**src/hw/rtl/four_neighbour_despeckle_filter_core_assert.svh**
```systemverilog
// ----------------------------------------------------------------------------
// despeckle filter assertion macros
// clocked assertions on clk_i, disabled while rst_ni is low
// ----------------------------------------------------------------------------
`ifndef FOUR_NEIGHBOUR_DESPECKLE_FILTER_CORE_ASSERT_SVH
`define FOUR_NEIGHBOUR_DESPECKLE_FILTER_CORE_ASSERT_SVH
`ifndef ASSERT_OFF
`define FNDF_ASSERT(lbl, prop) \
  lbl: assert property (@(posedge clk_i) disable iff (!rst_ni) (prop)) \
    else $error("despeckle assertion failed");
`define FNDF_ASSERT_NEVER(lbl, cond) \
  lbl: assert property (@(posedge clk_i) disable iff (!rst_ni) !(cond)) \
    else $error("despeckle forbidden condition seen");
`else
`define FNDF_ASSERT(lbl, prop)
`define FNDF_ASSERT_NEVER(lbl, cond)
`endif
`endif

```
**src/hw/rtl/fndf_pkg.sv**
```systemverilog
// ----------------------------------------------------------------------------
// fndf_pkg
// shared types, constants and the despeckle decision for the filter core
// ----------------------------------------------------------------------------
package fndf_pkg;

  localparam int unsigned PIX_W       = 8;
  localparam int unsigned ROW_W       = 10;
  localparam int unsigned FWIDTH_W    = 7;
  localparam int unsigned CFG_IDX_W   = 2;
  localparam int unsigned CFG_DATA_W  = 10;
  localparam int unsigned QUEUE_DEPTH = 2;

  localparam logic [CFG_IDX_W-1:0] REG_FRAME_WIDTH  = 2'd0;
  localparam logic [CFG_IDX_W-1:0] REG_FRAME_HEIGHT = 2'd1;

  localparam logic [FWIDTH_W-1:0] FRAME_WIDTH_RST  = 7'd30;
  localparam logic [ROW_W-1:0]    FRAME_HEIGHT_RST = 10'd20;

  // classification of one pixel, worked out at the front
  typedef struct packed {
    logic has_d;    // pixel of the row above is ready
    logic up2;      // that pixel has an up neighbour
    logic left;     // that pixel has a left neighbour
    logic right;    // that pixel has a right neighbour
    logic l_pres;   // last row: left pixel is ready
    logic l_left;   // last row: that pixel has a left neighbour
    logic f_pres;   // last row: this pixel closes the frame
  } fndf_flags_t;

  function automatic logic [PIX_W-1:0] despeckle(input logic [PIX_W-1:0] center,
                                                 input logic [9:0] sum,
                                                 input logic [2:0] cnt);
    logic [9:0]       scaled;
    logic [10:0]      hi;
    logic [10:0]      lo;
    logic             change;
    logic [20:0]      prod;
    logic [PIX_W-1:0] quot;
    scaled = 10'({2'b00, center} * {7'b0, cnt});
    hi     = {1'b0, scaled} + {8'b0, cnt};
    lo     = {1'b0, sum} + {8'b0, cnt};
    change = ({1'b0, sum} > hi) || (lo < {1'b0, scaled});
    // divide by three through the reciprocal, exact for sums up to 1020
    prod   = {11'b0, sum} * 21'd683;
    case (cnt)
      3'd2:    quot = sum[8:1];
      3'd3:    quot = prod[18:11];
      3'd4:    quot = sum[9:2];
      default: quot = sum[7:0];
    endcase
    return change ? quot : center;
  endfunction

endpackage

```
**src/hw/rtl/fndf_ram.sv**
```systemverilog
// ----------------------------------------------------------------------------
// fndf_ram
// generic single write port ram with one registered read port
// ----------------------------------------------------------------------------
module fndf_ram #(
  parameter int unsigned Width = 8,
  parameter int unsigned Depth = 64
) (
  input  logic                     clk_i,
  input  logic                     we_i,
  input  logic [$clog2(Depth)-1:0] waddr_i,
  input  logic [Width-1:0]         wdata_i,
  input  logic [$clog2(Depth)-1:0] raddr_i,
  output logic [Width-1:0]         rdata_o
);

  logic [Width-1:0] mem_q [Depth];
  logic [Width-1:0] rdata_q;

  always_ff @(posedge clk_i) begin
    if (we_i) begin
      mem_q[waddr_i] <= wdata_i;
    end
    rdata_q <= mem_q[raddr_i];
  end

  assign rdata_o = rdata_q;

endmodule

```
**src/hw/rtl/fndf_queue.sv**
```systemverilog
// ----------------------------------------------------------------------------
// fndf_queue
// short first-in first-out queue between the front and the back
// ----------------------------------------------------------------------------
`include "four_neighbour_despeckle_filter_core_assert.svh"

module fndf_queue #(
  parameter int unsigned DataW = 21,
  parameter int unsigned Depth = 2
) (
  input  logic             clk_i,
  input  logic             rst_ni,
  input  logic             push_i,
  input  logic [DataW-1:0] data_i,
  output logic             full_o,
  input  logic             pop_i,
  output logic             valid_o,
  output logic [DataW-1:0] data_o
);

  localparam int unsigned PtrW = $clog2(Depth);
  localparam int unsigned CntW = $clog2(Depth + 1);

  logic [DataW-1:0] mem_q [Depth];
  logic [PtrW-1:0]  wr_ptr_q, wr_ptr_d;
  logic [PtrW-1:0]  rd_ptr_q, rd_ptr_d;
  logic [CntW-1:0]  cnt_q, cnt_d;

  always_comb begin
    wr_ptr_d = wr_ptr_q;
    rd_ptr_d = rd_ptr_q;
    cnt_d    = cnt_q;
    if (push_i) begin
      wr_ptr_d = (wr_ptr_q == PtrW'(Depth - 1)) ? '0 : wr_ptr_q + 1'b1;
    end
    if (pop_i) begin
      rd_ptr_d = (rd_ptr_q == PtrW'(Depth - 1)) ? '0 : rd_ptr_q + 1'b1;
    end
    if (push_i && !pop_i) begin
      cnt_d = cnt_q + 1'b1;
    end else if (pop_i && !push_i) begin
      cnt_d = cnt_q - 1'b1;
    end
  end

  always_ff @(posedge clk_i or negedge rst_ni) begin
    if (!rst_ni) begin
      wr_ptr_q <= '0;
      rd_ptr_q <= '0;
      cnt_q    <= '0;
    end else begin
      wr_ptr_q <= wr_ptr_d;
      rd_ptr_q <= rd_ptr_d;
      cnt_q    <= cnt_d;
    end
  end

  always_ff @(posedge clk_i) begin
    if (push_i) begin
      mem_q[wr_ptr_q] <= data_i;
    end
  end

  assign full_o  = (cnt_q == CntW'(Depth));
  assign valid_o = (cnt_q != '0);
  assign data_o  = mem_q[rd_ptr_q];

  `FNDF_ASSERT(a_no_overflow, (cnt_q == CntW'(Depth)) |-> !push_i)
  `FNDF_ASSERT_NEVER(a_no_underflow, pop_i && (cnt_q == '0))
  `FNDF_ASSERT(a_cnt_up, (push_i && !pop_i) |=> (cnt_q == $past(cnt_q) + 1'b1))

endmodule

```
**src/hw/rtl/fndf_front.sv**
```systemverilog
// ----------------------------------------------------------------------------
// fndf_front
// frame registers, raster position tracking and pixel classification
// ----------------------------------------------------------------------------
module fndf_front #(
  parameter int unsigned MaxWidth = 64,
  parameter int unsigned ColW     = 6
) (
  input  logic                            clk_i,
  input  logic                            rst_ni,
  input  logic                            cfg_we_i,
  input  logic [fndf_pkg::CFG_IDX_W-1:0]  cfg_idx_i,
  input  logic [fndf_pkg::CFG_DATA_W-1:0] cfg_data_i,
  input  logic                            in_valid_i,
  output logic                            in_stall_o,
  input  logic [fndf_pkg::PIX_W-1:0]      pixel_in_i,
  output logic                            push_o,
  input  logic                            full_i,
  output logic [fndf_pkg::PIX_W-1:0]      item_pixel_o,
  output logic [ColW-1:0]                 item_col_o,
  output fndf_pkg::fndf_flags_t           item_flags_o
);

  localparam int unsigned CmpW = ((ColW + 1) > fndf_pkg::FWIDTH_W) ? (ColW + 1)
                                                                  : fndf_pkg::FWIDTH_W;

  logic [fndf_pkg::FWIDTH_W-1:0] width_q;
  logic [fndf_pkg::ROW_W-1:0]    height_q;
  logic [fndf_pkg::ROW_W-1:0]    row_q, row_d;
  logic [ColW-1:0]               col_q, col_d;
  logic [CmpW-1:0]               fw_ext, eff_w, col_ext;
  logic [fndf_pkg::ROW_W-1:0]    eff_h;
  logic                          accept, last_row, col_last;

  always_comb begin
    fw_ext = CmpW'(width_q);
    if (fw_ext < CmpW'(2)) begin
      eff_w = CmpW'(2);
    end else if (fw_ext > CmpW'(MaxWidth)) begin
      eff_w = CmpW'(MaxWidth);
    end else begin
      eff_w = fw_ext;
    end
  end

  assign eff_h    = (height_q == '0) ? 10'd1 : height_q;
  assign col_ext  = CmpW'(col_q);
  assign last_row = (row_q == eff_h - 10'd1);
  assign col_last = (col_ext == eff_w - CmpW'(1));
  assign accept   = in_valid_i && !full_i;

  always_comb begin
    item_flags_o.has_d  = (row_q != '0);
    item_flags_o.up2    = (row_q >= 10'd2);
    item_flags_o.left   = (col_q != '0);
    item_flags_o.right  = ((col_ext + CmpW'(1)) < eff_w);
    item_flags_o.l_pres = last_row && (col_q != '0);
    item_flags_o.l_left = last_row && (col_ext >= CmpW'(2));
    item_flags_o.f_pres = last_row && col_last;
  end

  always_comb begin
    row_d = row_q;
    col_d = col_q;
    if (accept) begin
      if (col_last) begin
        col_d = '0;
        row_d = last_row ? '0 : row_q + 10'd1;
      end else begin
        col_d = col_q + 1'b1;
      end
    end
  end

  always_ff @(posedge clk_i or negedge rst_ni) begin
    if (!rst_ni) begin
      width_q  <= fndf_pkg::FRAME_WIDTH_RST;
      height_q <= fndf_pkg::FRAME_HEIGHT_RST;
      row_q    <= '0;
      col_q    <= '0;
    end else if (cfg_we_i && (cfg_idx_i == fndf_pkg::REG_FRAME_WIDTH)) begin
      width_q <= cfg_data_i[fndf_pkg::FWIDTH_W-1:0];
      row_q   <= '0;
      col_q   <= '0;
    end else if (cfg_we_i && (cfg_idx_i == fndf_pkg::REG_FRAME_HEIGHT)) begin
      height_q <= cfg_data_i;
      row_q    <= '0;
      col_q    <= '0;
    end else begin
      row_q <= row_d;
      col_q <= col_d;
    end
  end

  assign in_stall_o   = full_i;
  assign push_o       = accept;
  assign item_pixel_o = pixel_in_i;
  assign item_col_o   = col_q;

endmodule

```
**src/hw/rtl/fndf_back.sv**
```systemverilog
// ----------------------------------------------------------------------------
// fndf_back
// line stores and the sequencer that filters and emits up to three pixels
// ----------------------------------------------------------------------------
`include "four_neighbour_despeckle_filter_core_assert.svh"

module fndf_back #(
  parameter int unsigned MaxWidth = 64,
  parameter int unsigned ColW     = 6
) (
  input  logic                       clk_i,
  input  logic                       rst_ni,
  input  logic                       q_valid_i,
  output logic                       q_pop_o,
  input  logic [fndf_pkg::PIX_W-1:0] q_pixel_i,
  input  logic [ColW-1:0]            q_col_i,
  input  fndf_pkg::fndf_flags_t      q_flags_i,
  output logic                       out_valid_o,
  input  logic                       out_stall_i,
  output logic [fndf_pkg::PIX_W-1:0] pixel_out_o,
  output logic                       last_of_run_o,
  output logic                       end_of_frame_o
);

  typedef enum logic [1:0] {
    ST_IDLE,
    ST_DLY,
    ST_LAST,
    ST_FIN
  } state_e;

  state_e                     state_q;
  logic [fndf_pkg::PIX_W-1:0] pix_q, pprev_q, d_q, dprev_q, l_q;
  logic [ColW-1:0]            col_q;
  fndf_pkg::fndf_flags_t      flags_q;
  logic                       out_valid_q, out_last_q, out_eof_q;
  logic [fndf_pkg::PIX_W-1:0] out_pix_q;

  logic                       out_free, emit, raw_we, filt_we;
  logic [ColW-1:0]            rd_col, rgt_col;
  logic [fndf_pkg::PIX_W-1:0] ctr_rd, rgt_rd, up_rd, center, res;
  logic [9:0]                 sum;
  logic [2:0]                 cnt;

  assign out_free = !out_valid_q || !out_stall_i;
  assign q_pop_o  = (state_q == ST_IDLE) && q_valid_i;
  assign rd_col   = (state_q == ST_IDLE) ? q_col_i : col_q;
  assign rgt_col  = rd_col + 1'b1;
  assign raw_we   = (state_q == ST_DLY) && (!flags_q.has_d || out_free);
  assign filt_we  = (state_q == ST_DLY) && flags_q.has_d && out_free;

  fndf_ram #(.Width(fndf_pkg::PIX_W), .Depth(MaxWidth)) u_raw_ctr (
    .clk_i   (clk_i),
    .we_i    (raw_we),
    .waddr_i (col_q),
    .wdata_i (pix_q),
    .raddr_i (rd_col),
    .rdata_o (ctr_rd)
  );

  fndf_ram #(.Width(fndf_pkg::PIX_W), .Depth(MaxWidth)) u_raw_rgt (
    .clk_i   (clk_i),
    .we_i    (raw_we),
    .waddr_i (col_q),
    .wdata_i (pix_q),
    .raddr_i (rgt_col),
    .rdata_o (rgt_rd)
  );

  fndf_ram #(.Width(fndf_pkg::PIX_W), .Depth(MaxWidth)) u_filt (
    .clk_i   (clk_i),
    .we_i    (filt_we),
    .waddr_i (col_q),
    .wdata_i (res),
    .raddr_i (rd_col),
    .rdata_o (up_rd)
  );

  always_comb begin
    center = '0;
    sum    = '0;
    cnt    = 3'd1;
    emit   = 1'b0;
    case (state_q)
      ST_DLY: begin
        center = ctr_rd;
        sum    = {2'b00, pix_q}
               + (flags_q.up2   ? {2'b00, up_rd}  : 10'd0)
               + (flags_q.left  ? {2'b00, d_q}    : 10'd0)
               + (flags_q.right ? {2'b00, rgt_rd} : 10'd0);
        cnt    = 3'd1 + {2'b00, flags_q.up2} + {2'b00, flags_q.left}
               + {2'b00, flags_q.right};
        emit   = flags_q.has_d && out_free;
      end
      ST_LAST: begin
        center = pprev_q;
        sum    = {2'b00, pix_q}
               + (flags_q.has_d  ? {2'b00, dprev_q} : 10'd0)
               + (flags_q.l_left ? {2'b00, l_q}     : 10'd0);
        cnt    = 3'd1 + {2'b00, flags_q.has_d} + {2'b00, flags_q.l_left};
        emit   = out_free;
      end
      ST_FIN: begin
        center = pix_q;
        sum    = {2'b00, l_q} + (flags_q.has_d ? {2'b00, d_q} : 10'd0);
        cnt    = 3'd1 + {2'b00, flags_q.has_d};
        emit   = out_free;
      end
      default: begin
        center = '0;
      end
    endcase
  end

  assign res = fndf_pkg::despeckle(center, sum, cnt);

  always_ff @(posedge clk_i or negedge rst_ni) begin
    if (!rst_ni) begin
      state_q     <= ST_IDLE;
      pix_q       <= '0;
      pprev_q     <= '0;
      col_q       <= '0;
      flags_q     <= '0;
      d_q         <= '0;
      dprev_q     <= '0;
      l_q         <= '0;
      out_valid_q <= 1'b0;
      out_pix_q   <= '0;
      out_last_q  <= 1'b0;
      out_eof_q   <= 1'b0;
    end else begin
      if (emit) begin
        out_valid_q <= 1'b1;
        out_pix_q   <= res;
        out_eof_q   <= (state_q == ST_FIN);
      end else if (!out_stall_i) begin
        out_valid_q <= 1'b0;
      end
      case (state_q)
        ST_IDLE: begin
          if (q_valid_i) begin
            pprev_q <= pix_q;
            pix_q   <= q_pixel_i;
            col_q   <= q_col_i;
            flags_q <= q_flags_i;
            state_q <= ST_DLY;
          end
        end
        ST_DLY: begin
          if (!flags_q.has_d || out_free) begin
            if (flags_q.has_d) begin
              dprev_q    <= d_q;
              d_q        <= res;
              out_last_q <= !(flags_q.l_pres || flags_q.f_pres);
            end
            if (flags_q.l_pres) begin
              state_q <= ST_LAST;
            end else if (flags_q.f_pres) begin
              state_q <= ST_FIN;
            end else begin
              state_q <= ST_IDLE;
            end
          end
        end
        ST_LAST: begin
          if (out_free) begin
            l_q        <= res;
            out_last_q <= !flags_q.f_pres;
            state_q    <= flags_q.f_pres ? ST_FIN : ST_IDLE;
          end
        end
        ST_FIN: begin
          if (out_free) begin
            out_last_q <= 1'b1;
            state_q    <= ST_IDLE;
          end
        end
        default: begin
          state_q <= ST_IDLE;
        end
      endcase
    end
  end

  assign out_valid_o    = out_valid_q;
  assign pixel_out_o    = out_pix_q;
  assign last_of_run_o  = out_last_q;
  assign end_of_frame_o = out_eof_q;

  `FNDF_ASSERT(a_last_needs_l, (state_q == ST_LAST) |-> flags_q.l_pres)
  `FNDF_ASSERT(a_fin_needs_f, (state_q == ST_FIN) |-> flags_q.f_pres)
  `FNDF_ASSERT(a_eof_is_last, (out_valid_q && out_eof_q) |-> out_last_q)

endmodule

```
**src/hw/rtl/four_neighbour_despeckle_filter_core.sv**
```systemverilog
// ----------------------------------------------------------------------------
// four_neighbour_despeckle_filter_core
// raster despeckle filter: four-neighbour mean replaces outlying pixels
//
//   channel   signals                                          direction
//   config    cfg_we_i cfg_idx_i cfg_data_i                    in, write only
//   pixel in  in_valid_i in_stall_o pixel_in_i                 in
//   pixel out out_valid_o out_stall_i pixel_out_o
//             last_of_run_o end_of_frame_o                     out
//
// an item passes through the back sequencer's idle and delay states, then one
// more state per extra last-row result, all through the single shared filter unit
// results trail the input by one image row; a two-entry queue decouples
// the input side from the sequencer and a result register from the output
// reset clears the frame position and registers; line stores are not cleared
// ----------------------------------------------------------------------------
module four_neighbour_despeckle_filter_core #(
  parameter int unsigned MAX_WIDTH = 64
) (
  input  logic                            clk_i,
  input  logic                            rst_ni,
  input  logic                            cfg_we_i,
  input  logic [fndf_pkg::CFG_IDX_W-1:0]  cfg_idx_i,
  input  logic [fndf_pkg::CFG_DATA_W-1:0] cfg_data_i,
  input  logic                            in_valid_i,
  output logic                            in_stall_o,
  input  logic [fndf_pkg::PIX_W-1:0]      pixel_in_i,
  output logic                            out_valid_o,
  input  logic                            out_stall_i,
  output logic [fndf_pkg::PIX_W-1:0]      pixel_out_o,
  output logic                            last_of_run_o,
  output logic                            end_of_frame_o
);

  localparam int unsigned ColW   = $clog2(MAX_WIDTH);
  localparam int unsigned FlagsW = $bits(fndf_pkg::fndf_flags_t);
  localparam int unsigned ItemW  = fndf_pkg::PIX_W + ColW + FlagsW;

  logic                       push, full, q_valid, q_pop;
  logic [fndf_pkg::PIX_W-1:0] item_pixel;
  logic [ColW-1:0]            item_col;
  fndf_pkg::fndf_flags_t      item_flags;
  logic [ItemW-1:0]           q_in, q_out;
  fndf_pkg::fndf_flags_t      head_flags;

  fndf_front #(.MaxWidth(MAX_WIDTH), .ColW(ColW)) u_front (
    .clk_i        (clk_i),
    .rst_ni       (rst_ni),
    .cfg_we_i     (cfg_we_i),
    .cfg_idx_i    (cfg_idx_i),
    .cfg_data_i   (cfg_data_i),
    .in_valid_i   (in_valid_i),
    .in_stall_o   (in_stall_o),
    .pixel_in_i   (pixel_in_i),
    .push_o       (push),
    .full_i       (full),
    .item_pixel_o (item_pixel),
    .item_col_o   (item_col),
    .item_flags_o (item_flags)
  );

  assign q_in = {item_pixel, item_col, item_flags};

  fndf_queue #(.DataW(ItemW), .Depth(fndf_pkg::QUEUE_DEPTH)) u_queue (
    .clk_i   (clk_i),
    .rst_ni  (rst_ni),
    .push_i  (push),
    .data_i  (q_in),
    .full_o  (full),
    .pop_i   (q_pop),
    .valid_o (q_valid),
    .data_o  (q_out)
  );

  assign head_flags = q_out[FlagsW-1:0];

  fndf_back #(.MaxWidth(MAX_WIDTH), .ColW(ColW)) u_back (
    .clk_i          (clk_i),
    .rst_ni         (rst_ni),
    .q_valid_i      (q_valid),
    .q_pop_o        (q_pop),
    .q_pixel_i      (q_out[ItemW-1 -: fndf_pkg::PIX_W]),
    .q_col_i        (q_out[FlagsW +: ColW]),
    .q_flags_i      (head_flags),
    .out_valid_o    (out_valid_o),
    .out_stall_i    (out_stall_i),
    .pixel_out_o    (pixel_out_o),
    .last_of_run_o  (last_of_run_o),
    .end_of_frame_o (end_of_frame_o)
  );

endmodule

```
**config.mk**
```make
export PLATFORM = sky130hd
export DESIGN_NAME = four_neighbour_despeckle_filter_core
export DESIGN_NICKNAME = d
export VERILOG_FILES = /design/src/hw/rtl/fndf_pkg.sv /design/src/hw/rtl/fndf_ram.sv /design/src/hw/rtl/fndf_queue.sv /design/src/hw/rtl/fndf_front.sv /design/src/hw/rtl/fndf_back.sv /design/src/hw/rtl/four_neighbour_despeckle_filter_core.sv
export VERILOG_INCLUDE_DIRS = /design/src /design/src/hw/rtl
export SDC_FILE = /design/constraint.sdc
export NUM_CORES = 2
export LEC_CHECK = 0
export ABC_AREA = 1
export BUFFER_PORTS_ARGS = -buffer_cell sky130_fd_sc_hd__buf_2
export CAP_MARGIN = 20
export CORE_AREA = 2 2 401 502
export CTS_CLUSTER_DIAMETER = 100
export DETAILED_ROUTE_END_ITERATION = 8
export DIE_AREA = 0 0 403 504
export HOLD_SLACK_MARGIN = 0.12
export PLACE_DENSITY = 0.42
export SYNTH_ARGS = -nofsm -noshare
export SYNTH_HDL_FRONTEND = slang
export SYNTH_SLANG_ARGS = --single-unit
```
**constraint.sdc**
```tcl
create_clock -name clk_i -period 9.2 [get_ports clk_i]
set_clock_uncertainty 0.1 [all_clocks]
set_input_delay 0.92 -clock clk_i [delete_from_list [all_inputs] [get_ports clk_i]]
set_output_delay 0.92 -clock clk_i [all_outputs]
set_load 0.02 [all_outputs]
```
# == Word-level counts from Yosys, hierarchy flattened ==
# Memories as Yosys holds them, arrays and structs flattened. A register that Yosys moved wholly into a read port is not among the register bits.
# Cells that the tools add are included.
# totals
ff_bits,103
ramBits,1578
in_bits,25
output_inout_bits,12
wordCells,170
n_memories,4
# classes
add_sub_neg,23
multipliers,2
order_cmp,7
n_eq_ne,16
n_mux,49
bitwise,1
reduce_logical,43
# memory_table
name,words,width,read_ports,rd_ports_with_merged_regs,write_ports,line,rtl
u_back.u_filt.mem_q,64,8,1,1,1,fndf_ram.sv:17,logic [Width-1:0] mem_q [Depth];
u_back.u_raw_ctr.mem_q,64,8,1,1,1,fndf_ram.sv:17,
u_back.u_raw_rgt.mem_q,64,8,1,1,1,fndf_ram.sv:17,
u_queue.mem_q,2,21,1,0,1,fndf_queue.sv:24,logic [DataW-1:0] mem_q [Depth];
# op_table
cell,n
$mux 10,6
$mux 8,7
$pmux 8 s3,2
$add 10x10->10,3
$add 8x10->10,3
$mux 6,5
$pmux 10 s3,1
$add 10x3->11,2
$mul 10x10->19 const B,1
$mux 2,8
$mux 1,14
$mux 7,2
$logic_and 1x1->1,13
$add 6x1->6 const B,2
$ne 2x1->1 const B,6
$gt 10x11->1,1
$lt 11x10->1,1
$add 10x1->10 const B,1
$eq 10x10->1,1
$ge 10x2->1 const B,1
$logic_not 10->1,1
$mul 8x3->10,1
$reduce_bool 10->1,1
$sub 10x1->10 const B,1
32 further kinds,57

# == Logic depth before layout (Yosys ltp) ==
# depth
ltp_word,9
ltp_mapped,41
ltp_nobuf,40

# == Cells and area by module ==
# A second synthesis with hierarchy kept.
# hier_totals
hier_cells,7164
hier_area_um2,77257.8
# by_module_without_submodules
mod,instances,cells_per_inst,area_each_um2
fndf_ram,3,1805,21339.2
fndf_back,1,1253,8823.5
fndf_front,1,406,2690.1
fndf_queue,1,90,1726.7

# == Least setup slack after synthesis ==
# Ideal clock, no wire load.
# synth_timing
path_type,flip-flop to flip-flop
startpoint,reg u_back.pix_q[1] (netlist name)
endpoint,"mem u_back.u_filt.mem_q[0][1], data pin"
arrival_time_ns,7.012
t_required_ns,8.682
slack_ns,1.670
stages_incl_launch_ff,30
synth_period_minus_slack_ns,7.530
cell_sequence,dfrtp_1 > inv_1 > fa_1 > inv_1 > ha_1 > inv_1 > fa_1 > inv_1 > nand3_1 > a21oi_1 > o21ai_0 > nand3_1 > nand3_1 > ha_1 > ha_1 > fa_1 > fa_1 > inv_1 > fa_1 > inv_1 > ha_1 > a21oi_1 > o21ai_0 > a21oi_1 > nand2_1 > or2_2 > nand3_1 > nand4_1 > nand2_2 > nand2_2
# synth_between
elab_chain_len,8
# synth_lines
item,line,rtl
from (decl),fndf_back.sv:33,"logic [fndf_pkg::PIX_W-1:0] pix_q, pprev_q, d_q, dprev_q, l_q;"
from (signal assigned),fndf_back.sv:143,pix_q <= q_pixel_i;
"parallel branches: the longest is 7 deep, another holds $mul 10x10->19",-,
$mux 8 *,fndf_pkg.sv:52,return change ? quot : center;
"via u_back.res, one bit",fndf_back.sv:41,"logic [fndf_pkg::PIX_W-1:0] ctr_rd, rgt_rd, up_rd, center, res;"
to (decl),fndf_ram.sv:17,
# Mark *: on every way through the listed nets, which the timed path passes.

# == Worst setup path after layout ==
# layout_timing
startpoint,reg u_back.flags_q[5] (netlist name)
endpoint,"mem u_back.u_filt.mem_q[80][4], in the netlist u_back.u_filt.mem_q[20][4], data pin"
# layout_between
elab_chain_len,9
# layout_lines
item,line,rtl
from (decl),fndf_back.sv:35,fndf_pkg::fndf_flags_t flags_q;
from (signal assigned),fndf_back.sv:145,flags_q <= q_flags_i;
"parallel branches: the longest is 8 deep, another holds $mul 10x10->19",-,
$mux 8 *,fndf_pkg.sv:52,
"via u_back.res, one bit",fndf_back.sv:41,
# Marked as above.

==> impl_results.md <==
- Worst r2r path cells: 32
- Fin nets: 5774
- Clk root buf: clkbuf_16
- Initial core utilization: 0.298
- Status: finished clean
- DIE HEIGHT: 504 um
- Proportion of netlist area held by the largest area contributor: 0.541
- Mapped Cells: 5639
- CTS sink count: 1193
- Synth Cell Area: 59100 sq um
- Wire per inst: 24.7 um
- Top_reg_cell synth: edfxtp_1
- CTS tree: built
- Setup CP Type: reg -> reg
- H-Tree Depth: 4
- Row cnt: 183
- Initial antenna violation count: 7
- Max Cap Viol: 0
- Slew HR: 0.236
- PortBufs: 36
- Pins Over Slew Limit: 0
- Crit end category: flip-flop
- DR vias/cell: 5.29
- Clk pin slew, worst setup/hold paths: 60 ps
- Worst reg2reg setup slack: 1140 ps
- Post-synthesis sequential area ratio: 0.593
- Post-CTS Hold Buffers: 0
- Ys async rst share: 0.0863
- HP Class: in -> async
- Crit path DAT: 8420 ps
- GRT Residual Overflow: 0
- Total iterations of the first detailed-routing run: 6
- Max frequency: 0.124 GHz
- Core Region: 198000 sq um
- Most common cell after layout, fill and taps aside: edfxtp_1
- Critical Path Max Stage Delay: 590 ps
- Worst skew pair latency: 810 ps
- Setup-failing EPs final: 0
- Dominant cell type by area after synthesis: edfxtp_1
- Critical Path Start: u_back.flags_q[5]
- Largest net degree at the start of global routing: 179
- Die W: 403 um
- Synth Net Count: 5856
- Vias: 43600
- Yosys cell types: 59
- Final min period: 8060 ps
- Ys Warns: 0
- Most frequent CP cell: inv_1
- Final hold vios: 0
- Final worst path period share: 0.877
- Worst Setup EP: u_back.u_filt.mem_q[20][4]
- Worst-path maximum fanout: 67
- Post-detail-place hpwl: 129000 um
- GRT Total Usage: 0.197
- Post-synth EDFFs: 1066
- RSZ-0062 raised after global routing: false
- Synth area leaders: edfxtp_1 (54%), nor2_1 (5.6%), o21ai_0 (4.6%)
- 1st-iter DRT viols: 3631
- I/O pin count: 37
- RePlAce Congestion: 0.871
- Worst slew pin tran: 1140 ps
- Antenna Nets Post-Route: 0
- Fill cell count: 20100
- Vias in the first global route: 42600
- Synthesized flop and latch total: 1193
- R2r endpoint: u_back.u_filt.mem_q[20][4]
- RR Startpoint: u_back.flags_q[5]
- Setup Fix Bufs, Post-CTS: 0
- Remaining DRCs: 0
- First-pass GRT wire length: 297000 um
- Worst path slowest cell: nand2_4
- CTS Buf Count: 136
- CTS max path bufs: 3
- Critical Path RT: 9550 ps
- Final TNS setup: 0 ps
- Fraction of layout cells with a size suffix above 1: 0.0970
- Total die area: 203000 sq um
- Post-CTS Resized: 0
- Critical Path Start Type: flip-flop
- Avg Cell Area, Syn: 10.5 sq um
- Layout Area Growth over Synthesis: 12.5%
- Routed WL: 204000 um
- Most frequent cells in the layout: edfxtp_1 (1066), nor2_1 (877), nand2_1 (698)
## state kept, by name (all words and copies together), names as in the netlist, 10 cells and up
name	cells
u_front.row_q	10
u_back.u_raw_rgt.mem_q	248
u_back.u_raw_ctr.mem_q	264
u_front.height_q	10
u_queue.mem_q	42
u_back.u_filt.mem_q	512
## per-stage QoR
| stage | setup WS [ps] | hold slack [ps] | utilization | instance area (sq um) | instances |
|---|---|---|---|---|---|
| finish | 1140 | 113 | 0.335 | 66500 | 8253 |
| global route | 502 | 162 | 0.335 | 66500 | 8252 |
| CTS | 1160 | 125 | 0.334 | 66300 | 8231 |
| detailed placement | 1180 | 369 | 0.313 | 62000 | 7990 |
| global placement | 1120 | 364 | 0.312 | 61900 | 7980 |
| floorplan | 1670 | 340 | - | 59100 | 5639 |
## layout make-up
class	instances	area [sq um]	area share
Inverter	336	1280	0.0193
Sequential cell	1193	35100	0.528
Multi-Input combinational cell	3735	21300	0.320
Clock inverter	63	688	0.0103
Antenna cell	3	7.51	0.000113
Tap cell	2590	3240	0.0487
Clock buffer	178	3610	0.0543
Timing Repair Buffer	155	1290	0.0195
## routing by layer
metal,GRT usage,share of wire,up-vias,wire length (um)
met4,0.0705,0.034,2,7020
met2,0.336,0.49,1250,100000
li1,-,-,20200,-
met1,0.256,0.43,21900,87900
met5,0,0.000069,-,14
met3,0.0238,0.043,300,8860
## critical path: cells and delay by family, from the launching register on
kind | cells | cell delay (ps)
fa+ha+maj | 9 | 3700
buf+inv | 8 | 660
flops | 1 | 550
compound gates | 5 | 960
simple gates | 10 | 1580
## synthesized netlist by cell type, drive strengths merged (21+ instances only)
| library cell | number |
|---|---|
| edfxtp | 1066 |
| nor2 | 893 |
| nand2 | 724 |
| o21ai | 551 |
| nand3 | 390 |
| inv | 333 |
| o211ai | 260 |
| clkbuf | 216 |
| o221ai | 164 |
| buf | 159 |
| ha | 135 |
| o311ai | 112 |
| or2 | 105 |
| dfrtp | 97 |
| a21oi | 92 |
| o22ai | 67 |
| fa | 57 |
| xor2 | 41 |
| nand4 | 30 |
| nor3 | 28 |
| dfxtp | 24 |
| nand3b | 21 |
## logic make-up (layout without fill, tap and decap cells)
family                     Yosys count  count (layout)  share of synthesized area
DFF                               1193            1193                      0.593
buffers and inverters              711             732                     0.0495
xor gates and xnor gates            59              59                    0.00899
AOI/OAI and AO/OA                 1283            1283                      0.140
other                                0               3                          0
and+or+nand+nor                   2197            2197                      0.159
adders and majority gates          192             192                     0.0479
muxes                                4               4                   0.000762
## worst min path at each step
stage                           from                    end  slack [ps]
2_1_floorplan  u_front.item_col_o[2]    u_queue.mem_q[0][9]         340
3_3_place_gp       u_back.dprev_q[0]      u_back.dprev_q[0]         360
3_5_place_dp   u_back.pixel_out_o[2]  u_back.pixel_out_o[2]         370
4_1_cts                       rst_ni     u_back.out_valid_o         130
5_1_grt                       rst_ni        u_back.pix_q[5]         160
6_report                      rst_ni        u_back.pix_q[5]         110
Power is not shown: default switching activity piles up to over one toggle a cycle in this logic, so the estimate is an artifact.
